--- src/rtl/core/smaa_pkg.sv ---
// ----------------------------------------------------------------------------
// smaa_pkg
// Shared widths, reset values and control types of the square matrix
// add / subtract / multiply block.
// ----------------------------------------------------------------------------
package smaa_pkg;

    // configuration register
    localparam int SIZE_W = 4;
    localparam logic [SIZE_W-1:0] SIZE_RESET = 4'd8;

    // result fields
    localparam int ROW_W  = 3;
    localparam int COL_W  = 3;
    localparam int SUM_W  = 17;
    localparam int DIFF_W = 17;
    localparam int PROD_W = 35;

    localparam int OUT_FIELDS_W = ROW_W + COL_W + SUM_W + DIFF_W + PROD_W;
    localparam int OUT_W        = ((OUT_FIELDS_W + 7) / 8) * 8;
    localparam int OUT_PAD_W    = OUT_W - OUT_FIELDS_W;

    // bit offsets of the result fields inside the result tdata
    localparam int ROW_LSB  = 0;
    localparam int COL_LSB  = ROW_LSB + ROW_W;
    localparam int SUM_LSB  = COL_LSB + COL_W;
    localparam int DIFF_LSB = SUM_LSB + SUM_W;
    localparam int PROD_LSB = DIFF_LSB + DIFF_W;

    // sequencer to multiply-accumulate pipe
    typedef struct packed {
        logic issue;   // a read pair is presented to the stores this cycle
        logic first;   // first term of a dot product
        logic last;    // last term of a dot product
        logic take_a;  // this A read is the element at the result position
        logic take_b;  // this B read is the element at the result position
        logic clear;   // result handed off, drop the done flag
    } mac_ctrl_t;

endpackage

--- src/rtl/core/smaa_ram.sv ---
// ----------------------------------------------------------------------------
// smaa_ram
// Generic simple dual-port RAM: one write port, one read port, read data
// registered. No reset on the contents.
// ----------------------------------------------------------------------------
module smaa_ram #(
    parameter int WIDTH = 16,
    parameter int DEPTH = 64,
    localparam int ADDR_W = (DEPTH > 1) ? $clog2(DEPTH) : 1
) (
    input  logic              aclk,
    input  logic              wr_en,
    input  logic [ADDR_W-1:0] wr_addr,
    input  logic [WIDTH-1:0]  wr_data,
    input  logic              rd_en,
    input  logic [ADDR_W-1:0] rd_addr,
    output logic [WIDTH-1:0]  rd_data
);

    logic [WIDTH-1:0] mem [DEPTH];
    logic [WIDTH-1:0] rd_data_reg;

    // write port
    always_ff @(posedge aclk) begin
        if (wr_en) begin
            mem[wr_addr] <= wr_data;
        end
    end

    // registered read port
    always_ff @(posedge aclk) begin
        if (rd_en) begin
            rd_data_reg <= mem[rd_addr];
        end
    end

    assign rd_data = rd_data_reg;

endmodule

--- src/rtl/core/smaa_mac.sv ---
// ----------------------------------------------------------------------------
// smaa_mac
// Multiply-accumulate pipe behind the two element stores. Stage 1 holds the
// store read data, stage 2 the registered product, then the accumulator.
// Also captures A and B at the result position for the sum and difference.
// ----------------------------------------------------------------------------
module smaa_mac #(
    parameter int ELEM_BITS = 16
) (
    input  logic                          aclk,
    input  logic                          aresetn,
    input  smaa_pkg::mac_ctrl_t           ctrl,
    input  logic signed [ELEM_BITS-1:0]   a_data,
    input  logic signed [ELEM_BITS-1:0]   b_data,
    output logic [smaa_pkg::PROD_W-1:0]   acc,
    output logic signed [ELEM_BITS-1:0]   a_cap,
    output logic signed [ELEM_BITS-1:0]   b_cap,
    output logic                          done
);
    import smaa_pkg::*;

    localparam int PFULL_W = 2 * ELEM_BITS;
    localparam int PEXT_W  = (PFULL_W > PROD_W) ? PFULL_W : PROD_W;

    // stage 1: read data valid
    logic s1_valid_reg, s1_first_reg, s1_last_reg, s1_take_a_reg, s1_take_b_reg;
    // stage 2: product valid
    logic s2_valid_reg, s2_first_reg, s2_last_reg;

    logic signed [PFULL_W-1:0] prod_full;
    logic signed [PEXT_W-1:0]  prod_ext;
    logic [PROD_W-1:0]         prod_reg;
    logic [PROD_W-1:0]         acc_reg;
    logic signed [ELEM_BITS-1:0] a_cap_reg, b_cap_reg;
    logic                      done_reg;

    // pipeline control
    always_ff @(posedge aclk) begin
        if (!aresetn) begin
            s1_valid_reg  <= 1'b0;
            s1_first_reg  <= 1'b0;
            s1_last_reg   <= 1'b0;
            s1_take_a_reg <= 1'b0;
            s1_take_b_reg <= 1'b0;
            s2_valid_reg  <= 1'b0;
            s2_first_reg  <= 1'b0;
            s2_last_reg   <= 1'b0;
            done_reg      <= 1'b0;
        end else begin
            s1_valid_reg  <= ctrl.issue;
            s1_first_reg  <= ctrl.first;
            s1_last_reg   <= ctrl.last;
            s1_take_a_reg <= ctrl.issue & ctrl.take_a;
            s1_take_b_reg <= ctrl.issue & ctrl.take_b;
            s2_valid_reg  <= s1_valid_reg;
            s2_first_reg  <= s1_first_reg;
            s2_last_reg   <= s1_last_reg;
            if (ctrl.clear) begin
                done_reg <= 1'b0;
            end else if (s2_valid_reg && s2_last_reg) begin
                done_reg <= 1'b1;
            end
        end
    end

    // multiply, sign-extend, keep the low product bits
    assign prod_full = a_data * b_data;
    assign prod_ext  = PEXT_W'(prod_full);

    // datapath registers
    always_ff @(posedge aclk) begin
        if (s1_valid_reg) begin
            prod_reg <= prod_ext[PROD_W-1:0];
        end
        if (s1_take_a_reg) begin
            a_cap_reg <= a_data;
        end
        if (s1_take_b_reg) begin
            b_cap_reg <= b_data;
        end
        if (s2_valid_reg) begin
            acc_reg <= (s2_first_reg ? '0 : acc_reg) + prod_reg;
        end
    end

    assign acc   = acc_reg;
    assign a_cap = a_cap_reg;
    assign b_cap = b_cap_reg;
    assign done  = done_reg;

endmodule

--- src/rtl/core/square_matrix_add_sub_multiply_top.sv ---
// ----------------------------------------------------------------------------
// square_matrix_add_sub_multiply_top
// Loads two n-by-n signed matrices, then streams A+B, A-B and A*B per element.
// ----------------------------------------------------------------------------
// Usage: each input beat carries A[i][j] and B[i][j] in row-major order; n is
// matrix_size, where 0 counts as 1 and values above MAX_DIM count as MAX_DIM.
// Loading takes one beat per cycle. After the n*n-th beat, input is held off
// while n*n result beats are produced in row-major order; for each result,
// row i of A and column j of B are read through the single read port of each
// element store, then the multiply-accumulate pipe drains and the result
// reaches the output register. The final result may still wait in the output
// register while loading of the next matrices starts. A write of matrix_size
// restarts loading; write it only while the block is idle. The stores need
// no clearing after reset.
// ----------------------------------------------------------------------------
module square_matrix_add_sub_multiply_top #(
    parameter int MAX_DIM   = 8,
    parameter int ELEM_BITS = 16,
    localparam int IN_W = ((2 * ELEM_BITS + 7) / 8) * 8
) (
    input  logic                        aclk,
    input  logic                        aresetn,
    // configuration: matrix_size
    input  logic                        cfg_wr_en,
    input  logic [smaa_pkg::SIZE_W-1:0] cfg_wr_data,
    // input beats
    input  logic                        s_tvalid,
    output logic                        s_tready,
    input  logic [IN_W-1:0]             s_tdata,  // a_element, b_element, zero pad
    // result beats
    output logic                        m_tvalid,
    input  logic                        m_tready,
    output logic [smaa_pkg::OUT_W-1:0]  m_tdata,  // row_index, col_index, sum_value,
                                                  // diff_value, product_value, zero pad
    output logic                        m_tlast   // last_result
);
    import smaa_pkg::*;

    localparam int IDX_W  = (MAX_DIM > 1) ? $clog2(MAX_DIM) : 1;
    localparam int ADDR_W = 2 * IDX_W;
    localparam int DEPTH  = 1 << ADDR_W;
    localparam int SEXT_W = (ELEM_BITS + 1 > SUM_W) ? ELEM_BITS + 1 : SUM_W;
    localparam logic [SIZE_W:0] MAX_DIM_CMP = (SIZE_W + 1)'(MAX_DIM);
    localparam logic [IDX_W-1:0] MAX_IDX = IDX_W'(MAX_DIM - 1);

    typedef enum logic [1:0] {
        ST_LOAD,
        ST_ISSUE,
        ST_FINISH
    } state_t;

    state_t            state_reg;
    logic [SIZE_W-1:0] size_reg;
    logic [IDX_W-1:0]  ld_row_reg, ld_col_reg;
    logic [IDX_W-1:0]  i_reg, j_reg, k_reg;
    logic              out_valid_reg, out_last_reg;
    logic [OUT_W-1:0]  out_data_reg;

    logic [IDX_W-1:0]  last_idx;
    logic [SIZE_W-1:0] size_m1;
    logic              in_beat, emit;
    logic              a_wr_unused;

    mac_ctrl_t         mac_ctrl;
    logic signed [ELEM_BITS-1:0] a_rd, b_rd, a_cap, b_cap;
    logic [PROD_W-1:0] acc;
    logic              mac_done;

    logic signed [SEXT_W-1:0] sum_ext, diff_ext;

    // highest row / column index in use
    assign size_m1 = size_reg - 1'b1;
    always_comb begin
        if (size_reg == '0) begin
            last_idx = '0;
        end else if ({1'b0, size_reg} > MAX_DIM_CMP) begin
            last_idx = MAX_IDX;
        end else begin
            last_idx = IDX_W'(size_m1);
        end
    end

    assign s_tready = (state_reg == ST_LOAD);
    assign in_beat  = s_tvalid && s_tready;
    assign emit     = (state_reg == ST_FINISH) && mac_done && (!out_valid_reg || m_tready);
    assign a_wr_unused = 1'b0;

    // element stores: write at {row, col} while loading, read row i of A and
    // column j of B while issuing
    smaa_ram #(.WIDTH(ELEM_BITS), .DEPTH(DEPTH)) u_store_a (
        .aclk    (aclk),
        .wr_en   (in_beat),
        .wr_addr ({ld_row_reg, ld_col_reg}),
        .wr_data (s_tdata[ELEM_BITS-1:0]),
        .rd_en   (mac_ctrl.issue),
        .rd_addr ({i_reg, k_reg}),
        .rd_data (a_rd)
    );

    smaa_ram #(.WIDTH(ELEM_BITS), .DEPTH(DEPTH)) u_store_b (
        .aclk    (aclk),
        .wr_en   (in_beat),
        .wr_addr ({ld_row_reg, ld_col_reg}),
        .wr_data (s_tdata[2*ELEM_BITS-1:ELEM_BITS]),
        .rd_en   (mac_ctrl.issue),
        .rd_addr ({k_reg, j_reg}),
        .rd_data (b_rd)
    );

    // control toward the multiply-accumulate pipe
    always_comb begin
        mac_ctrl.issue  = (state_reg == ST_ISSUE);
        mac_ctrl.first  = (k_reg == '0);
        mac_ctrl.last   = (k_reg == last_idx);
        mac_ctrl.take_a = (k_reg == j_reg);
        mac_ctrl.take_b = (k_reg == i_reg);
        mac_ctrl.clear  = emit | a_wr_unused;
    end

    smaa_mac #(.ELEM_BITS(ELEM_BITS)) u_mac (
        .aclk    (aclk),
        .aresetn (aresetn),
        .ctrl    (mac_ctrl),
        .a_data  (a_rd),
        .b_data  (b_rd),
        .acc     (acc),
        .a_cap   (a_cap),
        .b_cap   (b_cap),
        .done    (mac_done)
    );

    // element-wise sum and difference at the result position
    assign sum_ext  = SEXT_W'(a_cap) + SEXT_W'(b_cap);
    assign diff_ext = SEXT_W'(a_cap) - SEXT_W'(b_cap);

    // sequencer, load counters and output register
    always_ff @(posedge aclk) begin
        if (!aresetn) begin
            state_reg     <= ST_LOAD;
            size_reg      <= SIZE_RESET;
            ld_row_reg    <= '0;
            ld_col_reg    <= '0;
            i_reg         <= '0;
            j_reg         <= '0;
            k_reg         <= '0;
            out_valid_reg <= 1'b0;
            out_last_reg  <= 1'b0;
        end else begin
            if (emit) begin
                out_valid_reg <= 1'b1;
            end else if (m_tready) begin
                out_valid_reg <= 1'b0;
            end

            if (cfg_wr_en) begin
                size_reg   <= cfg_wr_data;
                ld_row_reg <= '0;
                ld_col_reg <= '0;
            end else begin
                case (state_reg)
                    ST_LOAD: begin
                        if (in_beat) begin
                            if (ld_col_reg == last_idx) begin
                                ld_col_reg <= '0;
                                if (ld_row_reg == last_idx) begin
                                    ld_row_reg <= '0;
                                    i_reg      <= '0;
                                    j_reg      <= '0;
                                    k_reg      <= '0;
                                    state_reg  <= ST_ISSUE;
                                end else begin
                                    ld_row_reg <= ld_row_reg + 1'b1;
                                end
                            end else begin
                                ld_col_reg <= ld_col_reg + 1'b1;
                            end
                        end
                    end
                    ST_ISSUE: begin
                        if (k_reg == last_idx) begin
                            k_reg     <= '0;
                            state_reg <= ST_FINISH;
                        end else begin
                            k_reg <= k_reg + 1'b1;
                        end
                    end
                    ST_FINISH: begin
                        if (emit) begin
                            out_last_reg <= (i_reg == last_idx) && (j_reg == last_idx);
                            if (j_reg == last_idx) begin
                                j_reg <= '0;
                                if (i_reg == last_idx) begin
                                    i_reg     <= '0;
                                    state_reg <= ST_LOAD;
                                end else begin
                                    i_reg     <= i_reg + 1'b1;
                                    state_reg <= ST_ISSUE;
                                end
                            end else begin
                                j_reg     <= j_reg + 1'b1;
                                state_reg <= ST_ISSUE;
                            end
                        end
                    end
                    default: begin
                        state_reg <= ST_LOAD;
                    end
                endcase
            end
        end
    end

    // result payload
    always_ff @(posedge aclk) begin
        if (emit) begin
            out_data_reg <= {{OUT_PAD_W{1'b0}},
                             acc,
                             diff_ext[DIFF_W-1:0],
                             sum_ext[SUM_W-1:0],
                             COL_W'(j_reg),
                             ROW_W'(i_reg)};
        end
    end

    assign m_tvalid = out_valid_reg;
    assign m_tdata  = out_data_reg;
    assign m_tlast  = out_last_reg;

endmodule

--- config.mk ---
export PLATFORM = sky130hd
export DESIGN_NAME = square_matrix_add_sub_multiply_top
export DESIGN_NICKNAME = d
export VERILOG_FILES = /design/src/rtl/core/smaa_pkg.sv /design/src/rtl/core/smaa_ram.sv /design/src/rtl/core/smaa_mac.sv /design/src/rtl/core/square_matrix_add_sub_multiply_top.sv
export SDC_FILE = /design/constraint.sdc
export NUM_CORES = 2
export LEC_CHECK = 0
export BUFFER_PORTS_ARGS = -buffer_cell sky130_fd_sc_hd__buf_4
export CORE_MARGIN = 2
export CORE_UTILIZATION = 53
export CTS_BUF_LIST = sky130_fd_sc_hd__clkbuf_8 sky130_fd_sc_hd__clkbuf_16
export DETAILED_ROUTE_END_ITERATION = 10
export GPL_ROUTABILITY_DRIVEN = 0
export GPL_TIMING_DRIVEN = 1
export PLACE_DENSITY = 0.72
export SETUP_SLACK_MARGIN = 0.02
export SLEW_MARGIN = 30
export SYNTH_ARGS = -nofsm -noshare
export SYNTH_HDL_FRONTEND = slang
export SYNTH_HIERARCHICAL = 1
export SYNTH_SLANG_ARGS = --single-unit
export TNS_END_PERCENT = 30
--- constraint.sdc ---
create_clock -name aclk -period 8.2 [get_ports aclk]
set_input_delay 0.82 -clock aclk [delete_from_list [all_inputs] [get_ports aclk]]
set_output_delay 0.82 -clock aclk [all_outputs]
set_load 0.01 [all_outputs]
# == Word level (Yosys, flattened, before mapping) ==
# Memory sizes are Yosys's and may differ from the RTL's. A register that Yosys moved wholly into a read port is not among the register bits.
# Cells that the tools add are included.
# op_classes
n_mul,1
muxes,29
reduce_logical,22
bitwise_logic,4
n_eq_ne,15
magnitude_cmp,1
n_addsub,9
# ops
op,n
$mux W3,13
$add A35 B35 Y35,1
$mux W35,1
$mul A16 B16 Y32,1
$eq A3 B3 Y1,7
$pmux W3 S2,3
$add A16 B16 Y17,1
$sub A16 B16 Y17,1
$add A3 B1 Y3 const B,5
$mux W2,6
$reduce_and A6 Y1,2
$ne A2 B1 Y1 const B,5
$reduce_and A7 Y1,1
$pmux W2 S3,1
$reduce_and A3 Y1,2
$reduce_bool A2 Y1,3
$logic_and A1 B1 Y1,5
$mux W1,5
$reduce_and A5 Y1,1
$gt A4 B4 Y1 const B,1
$logic_not A4 Y1,1
$reduce_or A2 Y1,2
$logic_not A3 Y1,1
$sub A3 B1 Y3 const B,1
9 further kinds,11
# word_totals
mem_bits_rw,2048
reg_bits,206
inputBits,41
n_memories,2
out_inout_bits,83
# mem_list
memory,depth,width,rd,rd_ports_with_merged_regs,wr,line,source
u_store_a.mem,64,16,1,1,1,smaa_ram.sv:20,logic [WIDTH-1:0] mem [DEPTH];
u_store_b.mem,64,16,1,1,1,smaa_ram.sv:20,

# == Depth between registers and ports, before layout ==
# depth
ltp_word,8
ltp_mapped,25

# == Hierarchy ==
# The synthesis kept the hierarchy.
# modules_own_cells
mod,area_per_inst_um2,cells_per_inst,n_inst
smaa_ram at u_store_b,40202.3,1829,1
smaa_ram at u_store_a,40199.8,1829,1
smaa_mac,15152.0,1521,1
square_matrix_add_sub_multiply_top,5746.8,547,1

# == Worst setup path before layout ==
# No wires, ideal clock.
# synth_path
path_type,reg2reg
startpoint,"register u_store_b.rd_data_reg[2], in the netlist u_store_b/rd_data[2] (read register of u_store_b.mem)"
endpoint,register u_mac/prod_reg[31] (netlist name)
t_required_ns,7.940
path_slack_ns,1.699
synth_period_minus_slack_ns,6.501
setup_ns,0.260
path_stages_with_launch,21
arrival_time_ns,6.241
cell_sequence,edfxtp_1 clkbuf_1 nand2_1 fa_1 inv_1 fa_1 fa_1 fa_1 fa_1 inv_1 fa_1 inv_1 ha_1 a21o_1 a21o_1 a21oi_1 nor3b_1 a21oi_1 a211oi_1 a21oi_1 xnor2_1
# synth_between
elab_chain_len,1
# synth_lines
element,line,source
"start, declared",smaa_ram.sv:21,logic [WIDTH-1:0] rd_data_reg;
$mul A16 B16 Y32,smaa_mac.sv:67,assign prod_full = a_data * b_data;
net u_mac.prod_full[31],smaa_mac.sv:30,logic signed [PFULL_W-1:0] prod_full;
# The timed path passes the listed nets, and every way through them passes these cells.
# A chain may end at the register's enable or synchronous reset.

# == Worst setup path in the final report ==
# layout_path
startpoint,"register u_store_a.rd_data_reg[15], in the netlist u_store_a/rd_data[15] (read register of u_store_a.mem)"
endpoint,register u_mac/prod_reg[31] (netlist name)
# layout_between
elab_chain_len,1
# layout_lines
element,line
"start, declared",smaa_ram.sv:21
$mul A16 B16 Y32,smaa_mac.sv:67
net u_mac.prod_full[31],smaa_mac.sv:30
# The timed path passes the listed nets, and every way through them passes these cells.

==> summary.txt <==
First-pass GRT wire length = 346 mm
#FFs+latches synth = 2285
Seq/Total Area, Yosys = 0.674
Initial Util = 0.533
Postcts setup bufs = 0
Clock share of power = 0.433
P_leak = 37.2 nW
Drt pass-1 iters = 6
Startpoint Class = flip-flop
Die height = 441 microns
Post-synth EDFFs = 2253
Vias per cell = 6.15
Top FF cell, synth = edfxtp_1
Synth-to-layout area growth = 11.0%
Critical Path Sink Type = flip-flop
Worst VDD drop = 0.225 mV
Die Wd = 441 microns
Initial DRC Count = 5848
Sw power = 4.80 mW
Netlist cell types = 105
Sw Share = 0.205
CP Cell Sequence = nand2_1 -> fa_1 -> inv_1 -> fa_1 -> fa_1 -> fa_1 -> fa_1 -> inv_1 -> fa_1 -> inv_1 -> ha_1 -> a21o_1 -> a21o_1 -> a21oi_1 -> nor3b_1 -> a21oi_1 -> a211oi_1 -> a21oi_1 -> xnor2_1
Reg-to-reg critical path startpoint = u_store_a/rd_data[15]
Sequential power share = 0.547
Ports = 124
I/O Buffers = 118
Comb power frac = 0.020
Core area = 190000 sq um
RSZ-0062 raised after global routing = no
Fin nets = 6396
Post-Synthesis Cells = 5726
Commonest non-fill, non-tap cell in the layout = edfxtp_1
Root cell of the clock tree = clkbuf_16
Outcome = finished, final reports clean
Hold Vio Cnt, Final = 0
Critical path's top delay family = adder cells
Final setup viols = 0
Gr ovfl total = 0
Clk buf depth = 3
Seq. cell area = 68300 sq um
Average cell area after synthesis = 17.7 sq um
Fill cells = 13600
Routed Antenna Nets = 0
Max-slew violations = 0
Critical Path Fanout Max = 17
Yosys warns = 6
Reg clk slew, reported paths = 0.06 ns
Worst Hold Class = input pin to flip-flop
Cell Pwr Density = 209 nW/um^2
Hold Buf Count CTS = 0
Slew @ Worst Pin = 1.05 ns
Share of layout cells above drive strength 1 = 0.192
Largest net degree at the start of global routing = 114
FP Rows = 160
Worst EP arrival = 7.65 ns
Worst setup margin = 1.15 ns
Number of global-route vias before repair = 54200
Slew HR = 0.299
Drt drc = 0
Final Routed Wirelength = 232 mm
Beginning of the critical path = u_store_a/rd_data[15]
Critical path's slowest cell = fa_1
Period minus WS final = 7.05 ns
DIE AREA = 195000 sq um
Multi-input gate area = 30000 sq um
Buffers & Inverters on Critical Path = 3
Synthesized area = 101000 sq um
Routed wire per std cell = 26.8 microns
Setup TNS Final = 0 ns
CTS tree = done
Final Cycle Share = 0.860
Clk Latency, worst-skew pair = 0.92 ns
Setup WS pre-CTS = 1.15 ns
Max Cap Viol = 0
Hold WS = 0.196 ns
Initial antenna violation count = 8
Most frequent cells in the layout = 2253 x edfxtp_1, 442 x mux4_2, 416 x inv_1
H-Tree Depth = 4
Vias after detailed routing = 53100
Hold path start = cfg_wr_data[1]
Resize count post-CTS = 0
Critical path type = flip-flop to flip-flop
Slowest Stage Delay on Critical Path = 0.89 ns
Int Power = 18.7 mW
Gr usage total = 0.241
CTS buffer count = 219
Required @ worst endpoint = 8.80 ns
Highest clock rate = 142 MHz
Post-DP HPWL = 139 mm
CP dominant cell by count = fa_1
Async SR Flop Fraction = 0
CTS Sinks = 2285
Fin Clk Skew = 0.0956 ns
power by group through the flow:
stage | Clock, mW | Sequential (mW) | Combinational (mW)
3_5_place_dp | 0 | 13.1 | 0.464
3_3_place_gp | 0 | 13.1 | 0.445
4_1_cts | 10.3 | 12.8 | 0.466
6_report | 10.2 | 12.8 | 0.467
2_1_floorplan | 0 | 13.1 | 0.187
5_1_grt | 10.8 | 12.8 | 0.508
cell type report:
cell class	count	share of cell area
inverters	373	0.0125
well taps	2511	0.0279
repair buffers	267	0.0190
clock buffers	222	0.0491
clock inverters	184	0.0167
diodes	2	0.0000445
flip-flops and latches	2285	0.608
multi-input cells	2789	0.267
final timing paths:
| path | slack [ns] | endpoint | cells after the start |
|---|---|---|---|
| setup / recovery | 1.15 | u_mac/prod_reg[31] | 19 |
| hold / removal | 0.20 | size_reg[1] | 3 |
| setup reg to reg | 1.15 | u_mac/prod_reg[31] | 19 |
| hold reg to reg | 0.44 | m_tdata[44] | 0 |
routing by layer:
metal	routed length, microns	up-vias	track usage
met4	8540	4	0.0887
met1	92200	27800	0.333
met2	113000	2338	0.390
li1	-	22500	-
met3	17900	419	0.0390
met5	23	-	0
worst register-to-register path, cell delays in order (launching register included):
cell	delay (ns)
edfxtp_1	0.70
nand2_1	0.23
fa_1	0.77
inv_1	0.11
fa_1	0.89
fa_1	0.52
fa_1	0.48
fa_1	0.55
inv_1	0.06
fa_1	0.53
inv_1	0.04
ha_1	0.35
a21o_1	0.18
a21o_1	0.19
a21oi_1	0.26
nor3b_1	0.21
a21oi_1	0.12
a211oi_1	0.34
a21oi_1	0.14
xnor2_1	0.14
kinds of logic (layout without fill, tap and decap cells):
family                     after synthesis  count (layout)  synth area share
buffers and inverters                  656            1046            0.0315
DFF                                   2285            2285             0.674
other                                    1               7         0.0000370
adders and majority gates              421             421            0.0716
muxes                                  683             683             0.124
AOI/OAI and AO/OA                      548             548            0.0389
and+or+nand+nor                       1045            1045            0.0522
xor gates and xnor gates                87              87           0.00760
metrics by stage:
step	cells	power (mW)	area (sq um)	util
floorplan	5730	13.3	101000	-
finish	8633	23.5	112000	0.592
global route	8632	24.1	112000	0.592
detailed placement	8223	13.6	105000	0.552
global placement	8222	13.5	105000	0.552
CTS	8629	23.6	112000	0.591
Yosys cell counts (59+ instances only):
cell,instances,area [sq um]
a22oi_1,82,616
buf_2,79,395
o21ai_0,62,310
xnor2_1,59,517
clkbuf_1,106,398
mux4_2,442,9950
a21oi_1,108,541
nor2_1,233,875
mux2i_1,179,1790
nand3_1,70,350
inv_1,373,1400
nand2_1,293,1100
ha_1,155,1940
fa_1,265,5310
edfxtp_1,2253,67700
nor2b_1,123,769
and2_1,133,832
Power figures use the tool's default switching activity.
